### src/rtl/prrts_pkg.sv
package prrts_pkg;

  // Table geometry
  localparam int MAX_TASKS_DEF = 16;

  // Field widths fixed by the item format
  localparam int SLOT_W  = 4;
  localparam int RUN_W   = 5;
  localparam int PRIO_W  = 8;
  localparam int TICK_W  = 32;
  localparam int IN_W    = 88;
  localparam int OUT_W   = 8;

  // Running slot code that means no task runs
  localparam logic [RUN_W-1:0] NO_RUNNING = 5'd16;

  // Operation codes carried in tuser
  localparam logic OP_UPDATE = 1'b0;
  localparam logic OP_SELECT = 1'b1;

  // One task slot as stored in the table
  typedef struct packed {
    logic              present;
    logic              ready;
    logic [PRIO_W-1:0] prio;
    logic              periodic;
    logic [TICK_W-1:0] release_tick;
  } task_entry_t;

  // Controller states
  typedef enum logic [2:0] {
    S_IDLE,
    S_SCAN1,
    S_DRAIN1,
    S_START2,
    S_SCAN2,
    S_DRAIN2,
    S_DONE
  } state_t;

  // Commands from controller to datapath
  typedef struct packed {
    logic load;    // latch select fields, restart first pass
    logic write;   // write one table slot
    logic issue;   // issue one table read
    logic pass2;   // read belongs to the second pass
    logic start2;  // set up the second pass
    logic emit;    // hand the result to the output register
  } ctrl_cmd_t;

  // Status from datapath and output side to controller
  typedef struct packed {
    logic last_issue;
    logic out_free;
  } ctrl_sts_t;

  // Selection result
  typedef struct packed {
    logic [SLOT_W-1:0] slot;
    logic              idle;
  } sel_res_t;

endpackage

### src/rtl/prrts_ctrl.sv
module prrts_ctrl
  import prrts_pkg::*;
(
  input  logic      clk,
  input  logic      rst_n,
  input  logic      in_valid,
  input  logic      in_op,
  output logic      in_ready,
  input  ctrl_sts_t sts,
  output ctrl_cmd_t cmd
);

  state_t state_r, state_nxt;

  // State register
  always_ff @(posedge clk) begin
    if (!rst_n) begin
      state_r <= S_IDLE;
    end else begin
      state_r <= state_nxt;
    end
  end

  // Next state
  always_comb begin
    state_nxt = state_r;
    unique case (state_r)
      S_IDLE: begin
        if (in_valid && in_op == OP_SELECT) state_nxt = S_SCAN1;
      end
      S_SCAN1: begin
        if (sts.last_issue) state_nxt = S_DRAIN1;
      end
      S_DRAIN1: state_nxt = S_START2;
      S_START2: state_nxt = S_SCAN2;
      S_SCAN2: begin
        if (sts.last_issue) state_nxt = S_DRAIN2;
      end
      S_DRAIN2: state_nxt = S_DONE;
      S_DONE: begin
        if (sts.out_free) state_nxt = S_IDLE;
      end
      default: state_nxt = S_IDLE;
    endcase
  end

  // Outputs
  always_comb begin
    cmd      = '0;
    in_ready = 1'b0;
    unique case (state_r)
      S_IDLE: begin
        in_ready   = 1'b1;
        cmd.load   = in_valid && in_op == OP_SELECT;
        cmd.write  = in_valid && in_op == OP_UPDATE;
      end
      S_SCAN1: begin
        cmd.issue = 1'b1;
      end
      S_START2: begin
        cmd.start2 = 1'b1;
      end
      S_SCAN2: begin
        cmd.issue = 1'b1;
        cmd.pass2 = 1'b1;
      end
      S_DONE: begin
        cmd.emit = sts.out_free;
      end
      default: begin
        cmd = '0;
      end
    endcase
  end

endmodule

### src/rtl/prrts_dp.sv
module prrts_dp
  import prrts_pkg::*;
#(
  parameter int MAX_TASKS = MAX_TASKS_DEF
)
(
  input  logic              clk,
  input  logic              rst_n,
  input  ctrl_cmd_t         cmd,
  input  logic [SLOT_W-1:0] wr_slot,
  input  task_entry_t       wr_entry,
  input  logic [TICK_W-1:0] now_tick,
  input  logic [RUN_W-1:0]  running_slot,
  output logic              last_issue,
  output sel_res_t          res
);

  localparam int IDX_W = $clog2(MAX_TASKS);
  localparam logic [IDX_W-1:0] LAST_IDX = IDX_W'(MAX_TASKS - 1);

  task_entry_t mem [MAX_TASKS];
  logic [MAX_TASKS-1:0] valid_r;

  logic [TICK_W-1:0] now_r;
  logic [RUN_W-1:0]  run_r;
  logic [IDX_W-1:0]  addr_r, cnt_r;
  logic              rd_vld_r, rd_pass2_r, rd_valid_bit_r;
  logic [IDX_W-1:0]  rd_idx_r;
  task_entry_t       rd_data_r;
  logic [PRIO_W-1:0] best_r, run_prio_r;
  logic              found_r;
  logic [IDX_W-1:0]  pick_r;

  logic              wr_ok;
  logic              run_ok;
  logic [IDX_W-1:0]  run_idx, run_next, addr_next;
  task_entry_t       rd_entry;
  logic [TICK_W-1:0] diff;
  logic              eligible;

  assign wr_ok     = 32'(wr_slot) < 32'(MAX_TASKS);
  assign run_ok    = (32'(run_r) < 32'(MAX_TASKS)) && (run_r != NO_RUNNING);
  assign run_idx   = IDX_W'(run_r);
  assign run_next  = (run_idx == LAST_IDX) ? '0 : run_idx + 1'b1;
  assign addr_next = (addr_r == LAST_IDX) ? '0 : addr_r + 1'b1;
  assign last_issue = cnt_r == LAST_IDX;

  // Table memory: one write port, one registered read port
  always_ff @(posedge clk) begin
    if (cmd.write && wr_ok) begin
      mem[IDX_W'(wr_slot)] <= wr_entry;
    end
    rd_data_r <= mem[addr_r];
  end

  // Written marks: an unwritten slot reads as empty
  always_ff @(posedge clk) begin
    if (!rst_n) begin
      valid_r <= '0;
    end else if (cmd.write && wr_ok) begin
      valid_r[IDX_W'(wr_slot)] <= 1'b1;
    end
  end

  // Read tracking and scan counters
  always_ff @(posedge clk) begin
    if (!rst_n) begin
      rd_vld_r <= 1'b0;
    end else begin
      rd_vld_r <= cmd.issue;
    end
  end

  always_ff @(posedge clk) begin
    rd_pass2_r     <= cmd.pass2;
    rd_idx_r       <= addr_r;
    rd_valid_bit_r <= valid_r[addr_r];
    if (cmd.load) begin
      addr_r <= '0;
      cnt_r  <= '0;
      now_r  <= now_tick;
      run_r  <= running_slot;
    end else if (cmd.start2) begin
      addr_r <= (run_ok && run_prio_r == best_r) ? run_next : '0;
      cnt_r  <= '0;
    end else if (cmd.issue) begin
      addr_r <= addr_next;
      cnt_r  <= cnt_r + 1'b1;
    end
  end

  // Eligibility of the slot just read
  assign rd_entry = rd_valid_bit_r ? rd_data_r : '0;
  assign diff     = now_r - rd_entry.release_tick;
  assign eligible = rd_entry.present && rd_entry.ready &&
                    (!rd_entry.periodic || !diff[TICK_W-1]);

  // First pass: highest priority and running slot priority
  // Second pass: first match from the start point
  always_ff @(posedge clk) begin
    if (cmd.load) begin
      best_r     <= '0;
      run_prio_r <= '0;
      found_r    <= 1'b0;
      pick_r     <= '0;
    end else if (rd_vld_r && !rd_pass2_r) begin
      if (eligible && rd_entry.prio > best_r) begin
        best_r <= rd_entry.prio;
      end
      if (32'(rd_idx_r) == 32'(run_r)) begin
        run_prio_r <= rd_entry.prio;
      end
    end else if (rd_vld_r && rd_pass2_r) begin
      if (!found_r && best_r != '0 && eligible && rd_entry.prio == best_r) begin
        found_r <= 1'b1;
        pick_r  <= rd_idx_r;
      end
    end
  end

  assign res.slot = found_r ? SLOT_W'(pick_r) : '0;
  assign res.idle = !found_r;

endmodule

### src/rtl/priority_round_robin_task_select_top.sv
// Channel  Ports         Direction  Contents
// in       in_t*         slave      update or select item
// out      out_t*        master     chosen slot or idle
//
// An update item is taken whenever the block is idle. A select item makes
// two passes over the task table through its single read port, one slot per
// cycle. The next item is accepted in the cycle after the result is handed
// to the output register.
// Reset (rst_n, synchronous) empties the table and clears control state.
// The result waits in an output register; the next item is accepted
// meanwhile, and a following select result waits until it is taken.
module priority_round_robin_task_select_top
  import prrts_pkg::*;
#(
  parameter int MAX_TASKS = MAX_TASKS_DEF
)
(
  input  logic            clk,
  input  logic            rst_n,
  input  logic            in_tvalid,
  output logic            in_tready,
  // slot[3:0] present[4] ready_req[5] priority_req[13:6] periodic[14]
  // release_time[46:15] now_tick[78:47] running_slot[83:79] zero[87:84]
  input  logic [IN_W-1:0] in_tdata,
  // operation[0]
  input  logic            in_tuser,
  output logic             out_tvalid,
  input  logic             out_tready,
  // chosen_slot[3:0] zero[7:4]
  output logic [OUT_W-1:0] out_tdata,
  // choose_idle[0]
  output logic             out_tuser
);

  ctrl_cmd_t   cmd;
  ctrl_sts_t   sts;
  sel_res_t    res;
  task_entry_t wr_entry;
  logic        last_issue;

  logic              out_valid_r;
  logic [SLOT_W-1:0] out_slot_r;
  logic              out_idle_r;

  // Unpack the input item
  assign wr_entry.present      = in_tdata[4];
  assign wr_entry.ready        = in_tdata[5];
  assign wr_entry.prio         = in_tdata[13:6];
  assign wr_entry.periodic     = in_tdata[14];
  assign wr_entry.release_tick = in_tdata[46:15];

  assign sts.last_issue = last_issue;
  assign sts.out_free   = !out_valid_r || out_tready;

  prrts_ctrl u_ctrl (
    .clk      (clk),
    .rst_n    (rst_n),
    .in_valid (in_tvalid),
    .in_op    (in_tuser),
    .in_ready (in_tready),
    .sts      (sts),
    .cmd      (cmd)
  );

  prrts_dp #(
    .MAX_TASKS (MAX_TASKS)
  ) u_dp (
    .clk          (clk),
    .rst_n        (rst_n),
    .cmd          (cmd),
    .wr_slot      (in_tdata[3:0]),
    .wr_entry     (wr_entry),
    .now_tick     (in_tdata[78:47]),
    .running_slot (in_tdata[83:79]),
    .last_issue   (last_issue),
    .res          (res)
  );

  // Output register: load on emit, drop when taken
  always_ff @(posedge clk) begin
    if (!rst_n) begin
      out_valid_r <= 1'b0;
    end else if (cmd.emit) begin
      out_valid_r <= 1'b1;
    end else if (out_tready) begin
      out_valid_r <= 1'b0;
    end
  end

  always_ff @(posedge clk) begin
    if (cmd.emit) begin
      out_slot_r <= res.slot;
      out_idle_r <= res.idle;
    end
  end

  assign out_tvalid = out_valid_r;
  assign out_tdata  = {{(OUT_W - SLOT_W){1'b0}}, out_slot_r};
  assign out_tuser  = out_idle_r;

endmodule

### config.mk
export PLATFORM = sky130hd
export DESIGN_NAME = priority_round_robin_task_select_top
export DESIGN_NICKNAME = d
export VERILOG_FILES = /design/src/rtl/prrts_pkg.sv /design/src/rtl/prrts_ctrl.sv /design/src/rtl/prrts_dp.sv /design/src/rtl/priority_round_robin_task_select_top.sv
export SDC_FILE = /design/constraint.sdc
export NUM_CORES = 1
export LEC_CHECK = 0
export BUFFER_PORTS_ARGS = -buffer_cell sky130_fd_sc_hd__buf_2
export CORE_ASPECT_RATIO = 0.75
export CORE_MARGIN = 2
export CORE_UTILIZATION = 54
export DETAILED_ROUTE_END_ITERATION = 8
export GPL_TIMING_DRIVEN = 0
export PLACE_DENSITY_LB_ADDON = 0.1
export REMOVE_ABC_BUFFERS = 1
export SYNTH_ARGS = -nofsm -noshare
export SYNTH_HDL_FRONTEND = slang
export SYNTH_SLANG_ARGS = --single-unit
### constraint.sdc
create_clock -name clk -period 12.3 [get_ports clk]
set_clock_uncertainty 0.1 [all_clocks]
set_input_delay 2.46 -clock clk [delete_from_list [all_inputs] [get_ports clk]]
set_output_delay 2.46 -clock clk [all_outputs]
set_load 0.01 [all_outputs]
==> results_dict.tcl <==
set metrics [dict create \
    outcome "finished, final reports clean" \
    drive_above_1_share 0.297 \
    synth.top_cell.area_share 0.695 \
    synth_top_area_cell "edfxtp_1" \
    hold_viol 0 \
    drtIter0Drc 1375 \
    critPathKind "in -> reg" \
    yosysMostFrequentCell "edfxtp_1" \
    die_y_um 213 \
    grt_max_degree 56 \
    path_cells "buf_2 -> nand3b_1 -> or3_1 -> nor3_2 -> buf_6 -> buf_6 -> buf_6" \
    drc_errors 0 \
    start_util 0.548 \
    endpoint_kind "flop" \
    ant_nets 0 \
    place_hpwl_um 41900 \
    synthCells 1492 \
    fin_ws_ns 7.74 \
    clk_path_buf_depth 3 \
    ys.flop_type "edfxtp_1" \
    cp_max_fo 8 \
    area_growth_pct 15.2 \
    wl_um 68600 \
    clock-sinks 829 \
    pre_cts_ws_ns 7.11 \
    hp-class "reg -> reg" \
    rsz0062_at_grt "no" \
    cts_tree "done" \
    grt_pass1_wl_um 101000 \
    ioPinCount 104 \
    ys_top_cells_by_count "edfxtp_1, mux4_2, dfxtp_1" \
    crit_slowest_cell "nor3_2" \
    syn_area_sq_mm 0.0316 \
    core-area_sq_mm 0.0576 \
    slew_violations 0 \
    cts_root_buffer "clkbuf_16" \
    cts_buffers 79 \
    numPortBuffers 95 \
    ys_ff_latch 829 \
    place_area_sq_mm 0.0339 \
    cap_viol_max_count 0 \
    crit_path_max_incr_delay_ns 0.80 \
    grt-ovfl-total 0 \
    design_area_sq_mm 0.0363 \
    synth_cell_types 57 \
    avgSynthCellArea_sq_um 21.1 \
    critical_path_arrival_ns 4.78 \
    antenna_found_initial 5 \
    setup_tns_ns 0 \
    path_buf_inv 4 \
    max-vdd-ir-drop_mv 0.112 \
    critPathRequiredTime_ns 12.52 \
    clk_latency_ns 0.62 \
    synth_edf_count 730 \
    first_pass_iters 6 \
    fin_crit_ns 4.56 \
    fmax_mhz 219 \
    postCtsSetupRepairBufs 0 \
    synthArstFlopShare 0 \
    power.leakage_nw 11.6 \
    htreeDepth 3 \
    cts-resized-gates 0 \
    worst_setup_path_start_kind "primary input" \
    path_delay_family "simple AND/OR/NAND/NOR gates" \
    finalSetupViolations 0 \
    fp-row-count 76 \
    yosysSeqAreaShare 0.758 \
    slew_headroom 0.339 \
    grt.total_usage 0.233 \
    die_w_um 283 \
    fin_crit_sh 0.371 \
    hold_buffers 0 \
    power_density_mw_per_mm2 173 \
    num_vias 14907 \
    vias_per_cell 5.95 \
    wl_per_cell_um 27.4 \
    dieArea_sq_mm 0.0604 \
    grt_pass1_vias 15033 \
    yosys_warnings 0 \
    crit_top_cell "buf_6" \
    path_clk_slew_ns 0.06 \
    gp_congestion 0.790 \
    nets 1798 \
    synth_area_leaders "edfxtp_1, mux4_2, dfxtp_1" \
    worst-slew-pin-transition_ns 0.986 \
]
[final cells by class]
type	instances	area (sq um)
tap	780	976
clock inverter	26	199
antenna	2	5.00
multi-input combinational	581	7410
sequential	829	23900
timing repair buffer	155	1550
inverter	17	63.8
fill	3997	21300
clock buffer	114	2220
[routing by layer]
metal,global-route usage,up-vias,wire length [um]
li1,-,6487,-
met1,0.332,7921,29500
met2,0.384,410,34200
met3,0.0396,83,3800
met4,0.0547,6,1110
met5,0,-,25
[path summary, 6_finish.rpt]
kind                           startpoint                           end  slack [ns]  depth (start not counted)
max                              in_tuser      u_dp.mem[0][7]$_DFFE_PP_        7.74                          7
min          u_dp.valid_r[9]$_SDFFE_PN0P_  u_dp.valid_r[9]$_SDFFE_PN0P_        0.36                          1
max reg2reg   u_dp.rd_valid_bit_r$_DFF_P_   u_dp.pick_r[3]$_SDFFE_PP0P_        8.57                         11
min reg2reg  u_dp.valid_r[9]$_SDFFE_PN0P_  u_dp.valid_r[9]$_SDFFE_PN0P_        0.36                          1
[metrics by stage]
| stage | hold slack [ns] | power, mW | utilization | std cells |
|---|---|---|---|---|
| floorplan | 0.330 | 3.97 | - | 1427 |
| global placement | 0.342 | 4.30 | 0.568 | 2302 |
| detailed placement | 0.353 | 4.06 | 0.589 | 2362 |
| CTS | 0.366 | 6.35 | 0.631 | 2502 |
| global route | 0.380 | 6.50 | 0.631 | 2502 |
| finish | 0.365 | 6.29 | 0.631 | 2504 |
[sequential cells by signal, indices dropped and copies added (netlist names), 5 cells and up]
| register | count |
|---|---|
| u_dp.mem | 688 |
| u_dp.rd_data_r | 43 |
| u_dp.now_r | 32 |
| u_dp.valid_r | 16 |
| u_dp.best_r | 8 |
| u_dp.run_prio_r | 8 |
| u_dp.run_r | 5 |
[kinds of logic (layout without fill, tap and decap cells)]
| kind of cell | after synthesis | after routing | synth area share |
|---|---|---|---|
| other cells | 1 | 6 | 0.000119 |
| xor+xnor | 16 | 16 | 0.00444 |
| mux | 227 | 227 | 0.159 |
| compound gates | 100 | 100 | 0.0200 |
| fa+ha+maj | 42 | 42 | 0.0167 |
| simple gates | 192 | 192 | 0.0303 |
| buf+inv | 85 | 312 | 0.0114 |
| flops | 829 | 829 | 0.758 |
[report_power, final]
part	switching, mW	internal [mW]	leakage [nW]	total (mW)
registers	0.0840	3.15	7.40	3.24
clock network	0.983	1.31	1.18	2.30
logic	0.329	0.427	2.97	0.755
total	1.40	4.89	11.6	6.29
[layout by cell type (no fill, tap or decap), types with 16 or more instances in the layout]
master	instances
a21oi_1	36
buf_12	24
buf_2	95
buf_6	21
clkbuf_1	26
clkbuf_16	81
dfxtp_1	94
edfxtp_1	730
ha_1	42
inv_1	16
mux4_2	220
nand2_1	77
nand3_1	20
nor2_1	19
o21a_1	20
o21ai_0	17
No activity file was read; power rests on OpenSTA's default activity.
